==> src/hw/rtl/bq_pkg.sv <==
// Package for the biquad IIR filter: sequencer state type, register indexes,
// term step codes and fixed widths of the coefficient datapath.
// No dependencies.
package bq_pkg;

    // Fixed widths of the datapath.
    localparam int COEF_WIDTH = 32;
    localparam int ACC_FRAC   = 24;
    localparam int MUL_WIDTH  = 32;
    localparam int CFG_IDX_W  = 3;
    localparam int STEP_W     = 3;

    // Defaults for the top-level parameters.
    localparam int DEF_SAMPLE_WIDTH   = 16;
    localparam int DEF_COEF_FRAC_BITS = 28;

    // Configuration register indexes.
    localparam logic [CFG_IDX_W-1:0] REG_B0   = 3'd0;
    localparam logic [CFG_IDX_W-1:0] REG_B1   = 3'd1;
    localparam logic [CFG_IDX_W-1:0] REG_B2   = 3'd2;
    localparam logic [CFG_IDX_W-1:0] REG_A1   = 3'd3;
    localparam logic [CFG_IDX_W-1:0] REG_A2   = 3'd4;
    localparam logic [CFG_IDX_W-1:0] REG_FORM = 3'd5;

    // Filter structure codes.
    localparam logic FORM_DF1  = 1'b0;
    localparam logic FORM_TDF2 = 1'b1;

    // Product term steps; each sample runs through all five.
    localparam logic [STEP_W-1:0] STEP_0 = 3'd0;
    localparam logic [STEP_W-1:0] STEP_1 = 3'd1;
    localparam logic [STEP_W-1:0] STEP_2 = 3'd2;
    localparam logic [STEP_W-1:0] STEP_3 = 3'd3;
    localparam logic [STEP_W-1:0] STEP_4 = 3'd4;

    // Sequencer states.
    typedef enum logic [2:0] {
        ST_IDLE,
        ST_LOAD,
        ST_MUL_LO,
        ST_MUL_HI,
        ST_ROUND,
        ST_ACCUM,
        ST_EMIT
    } t_bq_state;

endpackage

==> src/hw/rtl/biquad_iir_filter.sv <==
// Biquad IIR filter top level: config registers, term sequencer, shared
// 32x32 multiplier, rounding, accumulation and output register.
// Depends on bq_pkg.
//
//   channel   | direction | handshake                  | payload
//   ----------+-----------+----------------------------+--------------------------
//   s (input) | in        | i_s_tvalid / o_s_tready    | i_s_tdata: sample_in
//   m (result)| out       | o_m_tvalid / i_m_tready    | o_m_tdata: sample_out,
//             |           |                            | o_m_tuser: clipped
//   cfg       | in        | i_cfg_valid / o_cfg_ready  | i_cfg_index, i_cfg_data
//
// Each sample passes from acceptance to the loaded output register through an
// acceptance state, five product terms (each with operand load, low and high
// half through the one shared 32x32 multiplier, rounding, and accumulation),
// and an output state. The input is not ready meanwhile.
// The output register holds a word until it is taken; a finished sample waits
// in the output state while the register is still full. Reset is synchronous
// and restores the coefficient defaults and clears all filter state.
module biquad_iir_filter
    import bq_pkg::*;
#(
    parameter int SAMPLE_WIDTH   = DEF_SAMPLE_WIDTH,
    parameter int COEF_FRAC_BITS = DEF_COEF_FRAC_BITS,
    localparam int TD_W          = ((SAMPLE_WIDTH + 7) / 8) * 8
) (
    input  logic                  i_clk,
    input  logic                  i_rst_n,
    // Input sample stream.
    input  logic                  i_s_tvalid,
    output logic                  o_s_tready,
    input  logic [TD_W-1:0]       i_s_tdata,    // [SAMPLE_WIDTH-1:0] sample_in
    // Filtered sample stream.
    output logic                  o_m_tvalid,
    input  logic                  i_m_tready,
    output logic [TD_W-1:0]       o_m_tdata,    // [SAMPLE_WIDTH-1:0] sample_out
    output logic                  o_m_tuser,    // [0] clipped
    // Configuration writes.
    input  logic                  i_cfg_valid,
    output logic                  o_cfg_ready,
    input  logic [CFG_IDX_W-1:0]  i_cfg_index,
    input  logic [COEF_WIDTH-1:0] i_cfg_data
);

    localparam int ACC_W = SAMPLE_WIDTH + ACC_FRAC;
    localparam int AW    = ACC_W + 3;
    localparam int SH    = COEF_WIDTH - COEF_FRAC_BITS;
    localparam int PW    = 2 * MUL_WIDTH;

    localparam logic [PW-1:0]         LIM      = PW'(1) << (ACC_W - 1);
    localparam logic [PW-1:0]         HI_LIM   = LIM >> SH;
    localparam logic [PW:0]           HALF     = (PW + 1)'(1) << (COEF_FRAC_BITS - 1);
    localparam logic [ACC_W-1:0]      ACC_MAX  = {1'b0, {(ACC_W - 1){1'b1}}};
    localparam logic [COEF_WIDTH-1:0] B0_RESET = COEF_WIDTH'(1) << COEF_FRAC_BITS;
    localparam logic [ACC_W:0]        OUT_HALF = (ACC_W + 1)'(1) << (ACC_FRAC - 1);

    // Saturate a wide accumulator value to the internal range.
    function automatic logic signed [ACC_W-1:0] sat_acc(input logic signed [AW-1:0] v);
        logic fits;
        fits = (v[AW-1:ACC_W-1] == {(AW - ACC_W + 1){1'b0}})
            || (v[AW-1:ACC_W-1] == {(AW - ACC_W + 1){1'b1}});
        if (fits) begin
            return v[ACC_W-1:0];
        end else if (v[AW-1]) begin
            return {1'b1, {(ACC_W - 1){1'b0}}};
        end else begin
            return {1'b0, {(ACC_W - 1){1'b1}}};
        end
    endfunction

    t_bq_state r_state, n_state;

    // Configuration registers.
    logic signed [COEF_WIDTH-1:0] r_b0, r_b1, r_b2, r_a1, r_a2;
    logic                         r_form;

    // Filter state.
    logic signed [SAMPLE_WIDTH-1:0] r_in_d1, r_in_d2;
    logic signed [ACC_W-1:0]        r_out_d1, r_out_d2;
    logic signed [ACC_W-1:0]        r_ps1, r_ps2;

    // Per-sample working registers.
    logic signed [SAMPLE_WIDTH-1:0] r_x;
    logic [STEP_W-1:0]              r_step;
    logic [ACC_W-1:0]               r_mag_a;
    logic [COEF_WIDTH-1:0]          r_mag_c;
    logic                           r_neg;
    logic                           r_sub;
    logic [PW-1:0]                  r_prod_lo, r_prod_hi;
    logic [ACC_W-1:0]               r_q;
    logic signed [AW-1:0]           r_acc;
    logic signed [ACC_W-1:0]        r_y;

    // Output register.
    logic                    r_out_valid;
    logic [SAMPLE_WIDTH-1:0] r_out_sample;
    logic                    r_out_clip;

    // Sequencer controls.
    logic c_accept, c_last_step, c_emit, c_mul_hi;

    // ---------------- Next-state logic ----------------
    always_comb begin
        n_state = r_state;
        unique case (r_state)
            ST_IDLE:   if (i_s_tvalid) n_state = ST_LOAD;
            ST_LOAD:   n_state = ST_MUL_LO;
            ST_MUL_LO: n_state = ST_MUL_HI;
            ST_MUL_HI: n_state = ST_ROUND;
            ST_ROUND:  n_state = ST_ACCUM;
            ST_ACCUM:  n_state = (r_step == STEP_4) ? ST_EMIT : ST_LOAD;
            ST_EMIT:   if (!r_out_valid || i_m_tready) n_state = ST_IDLE;
            default:   n_state = ST_IDLE;
        endcase
    end

    // ---------------- Sequencer outputs ----------------
    always_comb begin
        c_accept    = 1'b0;
        c_last_step = 1'b0;
        c_emit      = 1'b0;
        c_mul_hi    = 1'b0;
        unique case (r_state)
            ST_IDLE:   c_accept = i_s_tvalid;
            ST_MUL_HI: c_mul_hi = 1'b1;
            ST_ACCUM:  c_last_step = (r_step == STEP_4);
            ST_EMIT:   c_emit = !r_out_valid || i_m_tready;
            default: begin
            end
        endcase
    end

    assign o_s_tready  = (r_state == ST_IDLE);
    assign o_cfg_ready = 1'b1;

    always_ff @(posedge i_clk) begin
        if (!i_rst_n) begin
            r_state <= ST_IDLE;
        end else begin
            r_state <= n_state;
        end
    end

    // ---------------- Configuration writes ----------------
    always_ff @(posedge i_clk) begin
        if (!i_rst_n) begin
            r_b0   <= B0_RESET;
            r_b1   <= '0;
            r_b2   <= '0;
            r_a1   <= '0;
            r_a2   <= '0;
            r_form <= FORM_TDF2;
        end else if (i_cfg_valid) begin
            unique case (i_cfg_index)
                REG_B0:   r_b0   <= i_cfg_data;
                REG_B1:   r_b1   <= i_cfg_data;
                REG_B2:   r_b2   <= i_cfg_data;
                REG_A1:   r_a1   <= i_cfg_data;
                REG_A2:   r_a2   <= i_cfg_data;
                REG_FORM: r_form <= i_cfg_data[0];
                default: begin
                end
            endcase
        end
    end

    // ---------------- Term operand selection ----------------
    logic signed [ACC_W-1:0]      x_acc, d1_acc, d2_acc, op_a;
    logic signed [COEF_WIDTH-1:0] op_c;
    logic                         op_sub;

    assign x_acc  = {r_x, {ACC_FRAC{1'b0}}};
    assign d1_acc = {r_in_d1, {ACC_FRAC{1'b0}}};
    assign d2_acc = {r_in_d2, {ACC_FRAC{1'b0}}};

    // Direct form 1 runs b0 x, b1 x1, b2 x2, a1 y1, a2 y2. The transposed
    // form runs b0 x, then b1 x and a1 y for the first partial sum, then
    // b2 x and a2 y for the second.
    always_comb begin
        op_a   = x_acc;
        op_c   = r_b0;
        op_sub = 1'b0;
        if (r_form == FORM_DF1) begin
            unique case (r_step)
                STEP_0: begin op_a = x_acc;    op_c = r_b0; op_sub = 1'b0; end
                STEP_1: begin op_a = d1_acc;   op_c = r_b1; op_sub = 1'b0; end
                STEP_2: begin op_a = d2_acc;   op_c = r_b2; op_sub = 1'b0; end
                STEP_3: begin op_a = r_out_d1; op_c = r_a1; op_sub = 1'b1; end
                STEP_4: begin op_a = r_out_d2; op_c = r_a2; op_sub = 1'b1; end
                default: begin end
            endcase
        end else begin
            unique case (r_step)
                STEP_0: begin op_a = x_acc; op_c = r_b0; op_sub = 1'b0; end
                STEP_1: begin op_a = x_acc; op_c = r_b1; op_sub = 1'b0; end
                STEP_2: begin op_a = r_y;   op_c = r_a1; op_sub = 1'b1; end
                STEP_3: begin op_a = x_acc; op_c = r_b2; op_sub = 1'b0; end
                STEP_4: begin op_a = r_y;   op_c = r_a2; op_sub = 1'b1; end
                default: begin end
            endcase
        end
    end

    // ---------------- Shared multiplier ----------------
    logic [PW-1:0]        mag_a_ext;
    logic [MUL_WIDTH-1:0] mul_a;
    logic [PW-1:0]        mul_p;

    assign mag_a_ext = PW'(r_mag_a);
    assign mul_a     = c_mul_hi ? mag_a_ext[PW-1:MUL_WIDTH] : mag_a_ext[MUL_WIDTH-1:0];
    assign mul_p     = PW'(mul_a) * PW'(r_mag_c);

    // ---------------- Product rounding ----------------
    // Magnitude rounded half up, which is half away from zero on the signed
    // product, then limited to one past the largest internal value.
    logic [PW:0]   lo_rnd, lo_q;
    logic [PW-1:0] q_sum;
    logic [PW-1:0] q_sat;

    assign lo_rnd = {1'b0, r_prod_lo} + HALF;
    assign lo_q   = lo_rnd >> COEF_FRAC_BITS;
    assign q_sum  = (r_prod_hi << SH) + lo_q[PW-1:0];
    assign q_sat  = ((r_prod_hi > HI_LIM) || (q_sum > LIM)) ? LIM : q_sum;

    // ---------------- Accumulation ----------------
    logic [ACC_W-1:0]        q_pos;
    logic signed [ACC_W:0]   term_s;
    logic signed [AW-1:0]    term_w, acc_sum;
    logic signed [ACC_W-1:0] acc_sat;

    assign q_pos   = (r_q > ACC_MAX) ? ACC_MAX : r_q;
    assign term_s  = r_neg ? -$signed({1'b0, r_q}) : $signed({1'b0, q_pos});
    assign term_w  = AW'(term_s);
    assign acc_sum = r_sub ? (r_acc - term_w) : (r_acc + term_w);
    assign acc_sat = sat_acc(acc_sum);

    // Working registers for one sample.
    always_ff @(posedge i_clk) begin
        if (c_accept) begin
            r_x    <= i_s_tdata[SAMPLE_WIDTH-1:0];
            r_step <= STEP_0;
            r_acc  <= (r_form == FORM_TDF2) ? AW'(r_ps1) : '0;
        end
        if (r_state == ST_LOAD) begin
            r_mag_a <= op_a[ACC_W-1] ? (~op_a + 1'b1) : op_a;
            r_mag_c <= op_c[COEF_WIDTH-1] ? (~op_c + 1'b1) : op_c;
            r_neg   <= op_a[ACC_W-1] ^ op_c[COEF_WIDTH-1];
            r_sub   <= op_sub;
        end
        if (r_state == ST_MUL_LO) begin
            r_prod_lo <= mul_p;
        end
        if (r_state == ST_MUL_HI) begin
            r_prod_hi <= mul_p;
        end
        if (r_state == ST_ROUND) begin
            r_q <= q_sat[ACC_W-1:0];
        end
        if (r_state == ST_ACCUM) begin
            r_step <= r_step + 1'b1;
            if (r_form == FORM_DF1) begin
                r_acc <= acc_sum;
                if (c_last_step) begin
                    r_y <= acc_sat;
                end
            end else begin
                // The output closes after the first term; the second partial
                // sum seeds the first, and the second starts from zero.
                if (r_step == STEP_0) begin
                    r_y   <= acc_sat;
                    r_acc <= AW'(r_ps2);
                end else if (r_step == STEP_2) begin
                    r_acc <= '0;
                end else begin
                    r_acc <= acc_sum;
                end
            end
        end
    end

    // Filter state, updated as each structure closes its sums.
    always_ff @(posedge i_clk) begin
        if (!i_rst_n) begin
            r_in_d1  <= '0;
            r_in_d2  <= '0;
            r_out_d1 <= '0;
            r_out_d2 <= '0;
            r_ps1    <= '0;
            r_ps2    <= '0;
        end else if (r_state == ST_ACCUM) begin
            if (r_form == FORM_DF1) begin
                if (c_last_step) begin
                    r_in_d2  <= r_in_d1;
                    r_in_d1  <= r_x;
                    r_out_d2 <= r_out_d1;
                    r_out_d1 <= acc_sat;
                end
            end else begin
                if (r_step == STEP_2) begin
                    r_ps1 <= acc_sat;
                end else if (c_last_step) begin
                    r_ps2 <= acc_sat;
                end
            end
        end
    end

    // ---------------- Output rounding and saturation ----------------
    // Round half toward plus infinity, then clamp to the sample range.
    logic signed [ACC_W:0]        y_rnd;
    logic signed [SAMPLE_WIDTH:0] y_int;
    logic                         y_fits;
    logic [SAMPLE_WIDTH-1:0]      y_out;

    assign y_rnd  = (ACC_W + 1)'(r_y) + $signed(OUT_HALF);
    assign y_int  = y_rnd[ACC_W:ACC_FRAC];
    assign y_fits = (y_int[SAMPLE_WIDTH] == y_int[SAMPLE_WIDTH-1]);
    assign y_out  = y_fits ? y_int[SAMPLE_WIDTH-1:0]
                  : (y_int[SAMPLE_WIDTH] ? {1'b1, {(SAMPLE_WIDTH - 1){1'b0}}}
                                         : {1'b0, {(SAMPLE_WIDTH - 1){1'b1}}});

    // Output register; a new word loads as the previous one leaves.
    always_ff @(posedge i_clk) begin
        if (!i_rst_n) begin
            r_out_valid <= 1'b0;
        end else if (c_emit) begin
            r_out_valid <= 1'b1;
        end else if (i_m_tready) begin
            r_out_valid <= 1'b0;
        end
    end

    always_ff @(posedge i_clk) begin
        if (c_emit) begin
            r_out_sample <= y_out;
            r_out_clip   <= !y_fits;
        end
    end

    assign o_m_tvalid = r_out_valid;
    assign o_m_tdata  = TD_W'(r_out_sample);
    assign o_m_tuser  = r_out_clip;

endmodule

==> config.mk <==
export PLATFORM = sky130hd
export DESIGN_NAME = biquad_iir_filter
export DESIGN_NICKNAME = d
export VERILOG_FILES = /design/src/hw/rtl/bq_pkg.sv /design/src/hw/rtl/biquad_iir_filter.sv
export SDC_FILE = /design/constraint.sdc
export NUM_CORES = 2
export LEC_CHECK = 0
export BUFFER_PORTS_ARGS = -buffer_cell sky130_fd_sc_hd__buf_2
export CORE_UTILIZATION = 55
export DETAILED_ROUTE_END_ITERATION = 16
export HOLD_SLACK_MARGIN = 0.12
export PLACE_DENSITY_LB_ADDON = 0.25
export RECOVER_POWER = 50
export SETUP_SLACK_MARGIN = 0.5
export SLEW_MARGIN = 20
export SYNTH_ARGS = -nofsm -noshare
export SYNTH_HDL_FRONTEND = slang
export SYNTH_SLANG_ARGS = --single-unit
==> constraint.sdc <==
create_clock -name i_clk -period 12.7 [get_ports i_clk]
set_input_delay 1.27 -clock i_clk [delete_from_list [all_inputs] [get_ports i_clk]]
set_output_delay 1.27 -clock i_clk [all_outputs]
set_load 0.05 [all_outputs]
==> impl_metrics.env <==
export IMPL_status="complete, but fails checks"
export IMPL_violations="capacitance limit, slew limit"
export IMPL_grt_total_usage=0.3278
export IMPL_synth_cell_types=100
export IMPL_initial_core_util=0.5556
export IMPL_clk_latency_ns=0.64
export IMPL_clock_skew_ns=0.04156
export IMPL_cts_max_level=3
export IMPL_grt_start_max_net_pins=271
export IMPL_rows=130
export IMPL_cts_resized=0
export IMPL_setup_viol=0
export IMPL_antenna_found_initial=11
export IMPL_seq_area_frac_synth=0.2456
export IMPL_cp_arrival_ns=11.26
export IMPL_cts_setup_buffers=0
export IMPL_ys_flop_type="dfxtp_1"
export IMPL_max_freq_mhz=91.84
export IMPL_dp_hpwl_um=150600
export IMPL_avgViaCountPerCell=6.182
export IMPL_final_cell_mix="nand2_1, inv_1, fa_1"
export IMPL_grt_pass1_wl_um=325000
export IMPL_maxCapViolations=20
export IMPL_report_final_slew_viol_count=1056
export IMPL_coreArea_um2=125900
export IMPL_relSlewSlack=-2.551
export IMPL_die_x_um=358.6
export IMPL_fin_crit_sh=0.8573
export IMPL_synthArstFlopShare=0
export IMPL_wl_um=210200
export IMPL_rsz0062_at_grt="no"
export IMPL_clkSlewWorstSetupHoldPaths_ns=0.06
export IMPL_syn2layout_area_growth_pct=5.420
export IMPL_fin_nets=8738
export IMPL_yosys_register_bits=691
export IMPL_wl_per_cell_um=22.99
export IMPL_critPathCaptureType="flop"
export IMPL_mappedNetlistArea_um2=69950
export IMPL_drt_initial_drc_count=5547
export IMPL_syn_nets=9000
export IMPL_antenna_left=0
export IMPL_num_vias=56544
export IMPL_cts_tree="built"
export IMPL_worst_pin_slew_ns=5.327
export IMPL_pin_count=76
export IMPL_avgSynthCellArea_um2=9.087
export IMPL_first_pass_iters=8
export IMPL_fin_util=0.5857
export IMPL_cts_buffers=72
export IMPL_clockRootBuffer="clkbuf_16"
export IMPL_drc_errors=0
export IMPL_min_delay_path_class="flop to flop"
export IMPL_layout_commonest_cell="nand2_1"
export IMPL_setup_tns_ns=0
export IMPL_finalCriticalPeriod_ns=10.89
export IMPL_cts_sinks=691
export IMPL_io_buffer_count=74
export IMPL_dieArea_um2=128600
export IMPL_clockBufferDepth=3
export IMPL_ys_warn_count=0
export IMPL_setup_ws_ns=1.812
export IMPL_critical_path_class="flop to flop"
export IMPL_cp_slowest_cell="clkbuf_1"
export IMPL_startpoint_type="flop"
export IMPL_post_place_ws_ns=2.563
export IMPL_layout_drive_gt1_share=0.05137
export IMPL_gp_congestion=0.9578
export IMPL_syn_inst=7697
export IMPL_critPathMostFrequentCell="fa_1"
export IMPL_crit_required_ns=13.07
export IMPL_critPathMaxFanout=72
export IMPL_synth_edff_count=334
export IMPL_die_h_um=358.6
export IMPL_gr_total_overflow=0
export IMPL_cpPeakStageDelay_ns=1.38
export IMPL_hold_violations=0
export IMPL_grt_pass1_vias=56431
export IMPL_hold_buffers=0
[cell families after synthesis]
group                      after synthesis  synth area share
adders and majority gates             1247            0.3194
muxes                                    9          0.001359
DFF                                    691            0.2456
AOI/OAI and AO/OA                     1469            0.1432
buffers and inverters                 1502           0.08153
other                                    1        0.00005361
xor gates and xnor gates               286           0.03624
and+or+nand+nor                       2492            0.1726
[Yosys cell counts (all sizes together) (31+ instances only)]
cell type,count,area share
nand2,1174,0.063
inv,972,0.052
fa,898,0.26
clkbuf,465,0.025
and3,433,0.039
dfxtp,357,0.10
ha,349,0.062
edfxtp,334,0.14
a21oi,318,0.023
o21ai,276,0.020
nor2,254,0.014
a21boi,241,0.026
and2,204,0.018
xnor2,166,0.021
xor2,120,0.015
a21o,102,0.011
nand3,100,0.0072
a22oi,85,0.0091
a221oi,81,0.010
buf,64,0.0044
nand4,57,0.0052
nor3,56,0.0042
a31oi,50,0.0045
nor2b,41,0.0037
nor4,41,0.0046
o221a,37,0.0060
a22o,31,0.0039
[metrics by stage]
step	cells	hold slack (ns)	area [µm²]
3_5_place_dp	9011	0.4485	71390
2_1_floorplan	7697	0.4347	69950
6_report	9146	0.4555	73740
4_1_cts	9144	0.4569	73850
3_3_place_gp	9011	0.4420	71390
5_1_grt	9144	0.4832	73730
[worst max-delay path: cells and delay by family (launching register included)]
family / cells / cell delay, ns
xor gates and xnor gates: 1 / 0.14
adders and majority gates: 9 / 4.50
buffers and inverters: 6 / 2.35
and+or+nand+nor: 4 / 0.79
DFF: 1 / 0.58
AOI/OAI and AO/OA: 11 / 2.17
[state kept, by name (all words and copies together), names as in the netlist, 40 cells and up]
name	flops
r_prod_hi	64
r_acc	43
r_mag_a	40
r_out_d1	40
r_out_d2	40
r_ps1	40
r_ps2	40
r_q	40
r_y	40
[final timing paths]
| kind | from | to | slack (ns) | cells after the start |
|---|---|---|---|---|
| worst max-delay path | r_state[0] | r_prod_hi[61] | 1.81 | 31 |
| worst min-delay path | r_ps1[39] | r_ps1[39] | 0.46 | 2 |
| worst max register to register | r_state[0] | r_prod_hi[61] | 1.81 | 31 |
| worst min register to register | r_ps1[39] | r_ps1[39] | 0.46 | 2 |
[metal layers]
metal  GRT usage  routed length (µm)
met1      0.4294               83260
met2      0.5284               97350
met3     0.05909               18800
met4      0.1528               10720
met5           0                 101
[area by class of cell]
class | instances | area [µm²]
tap | 1650 | 2064
clock inverter | 43 | 526.8
clock buffer | 90 | 1931
multi-input combinational | 5504 | 47180
timing repair buffer | 193 | 1204
antenna | 2 | 5.005
fill | 11029 | 52160
inverter | 973 | 3652
sequential | 691 | 17180
Power is not shown: default switching activity piles up to over one toggle a cycle in this logic, so the estimate is an artifact.
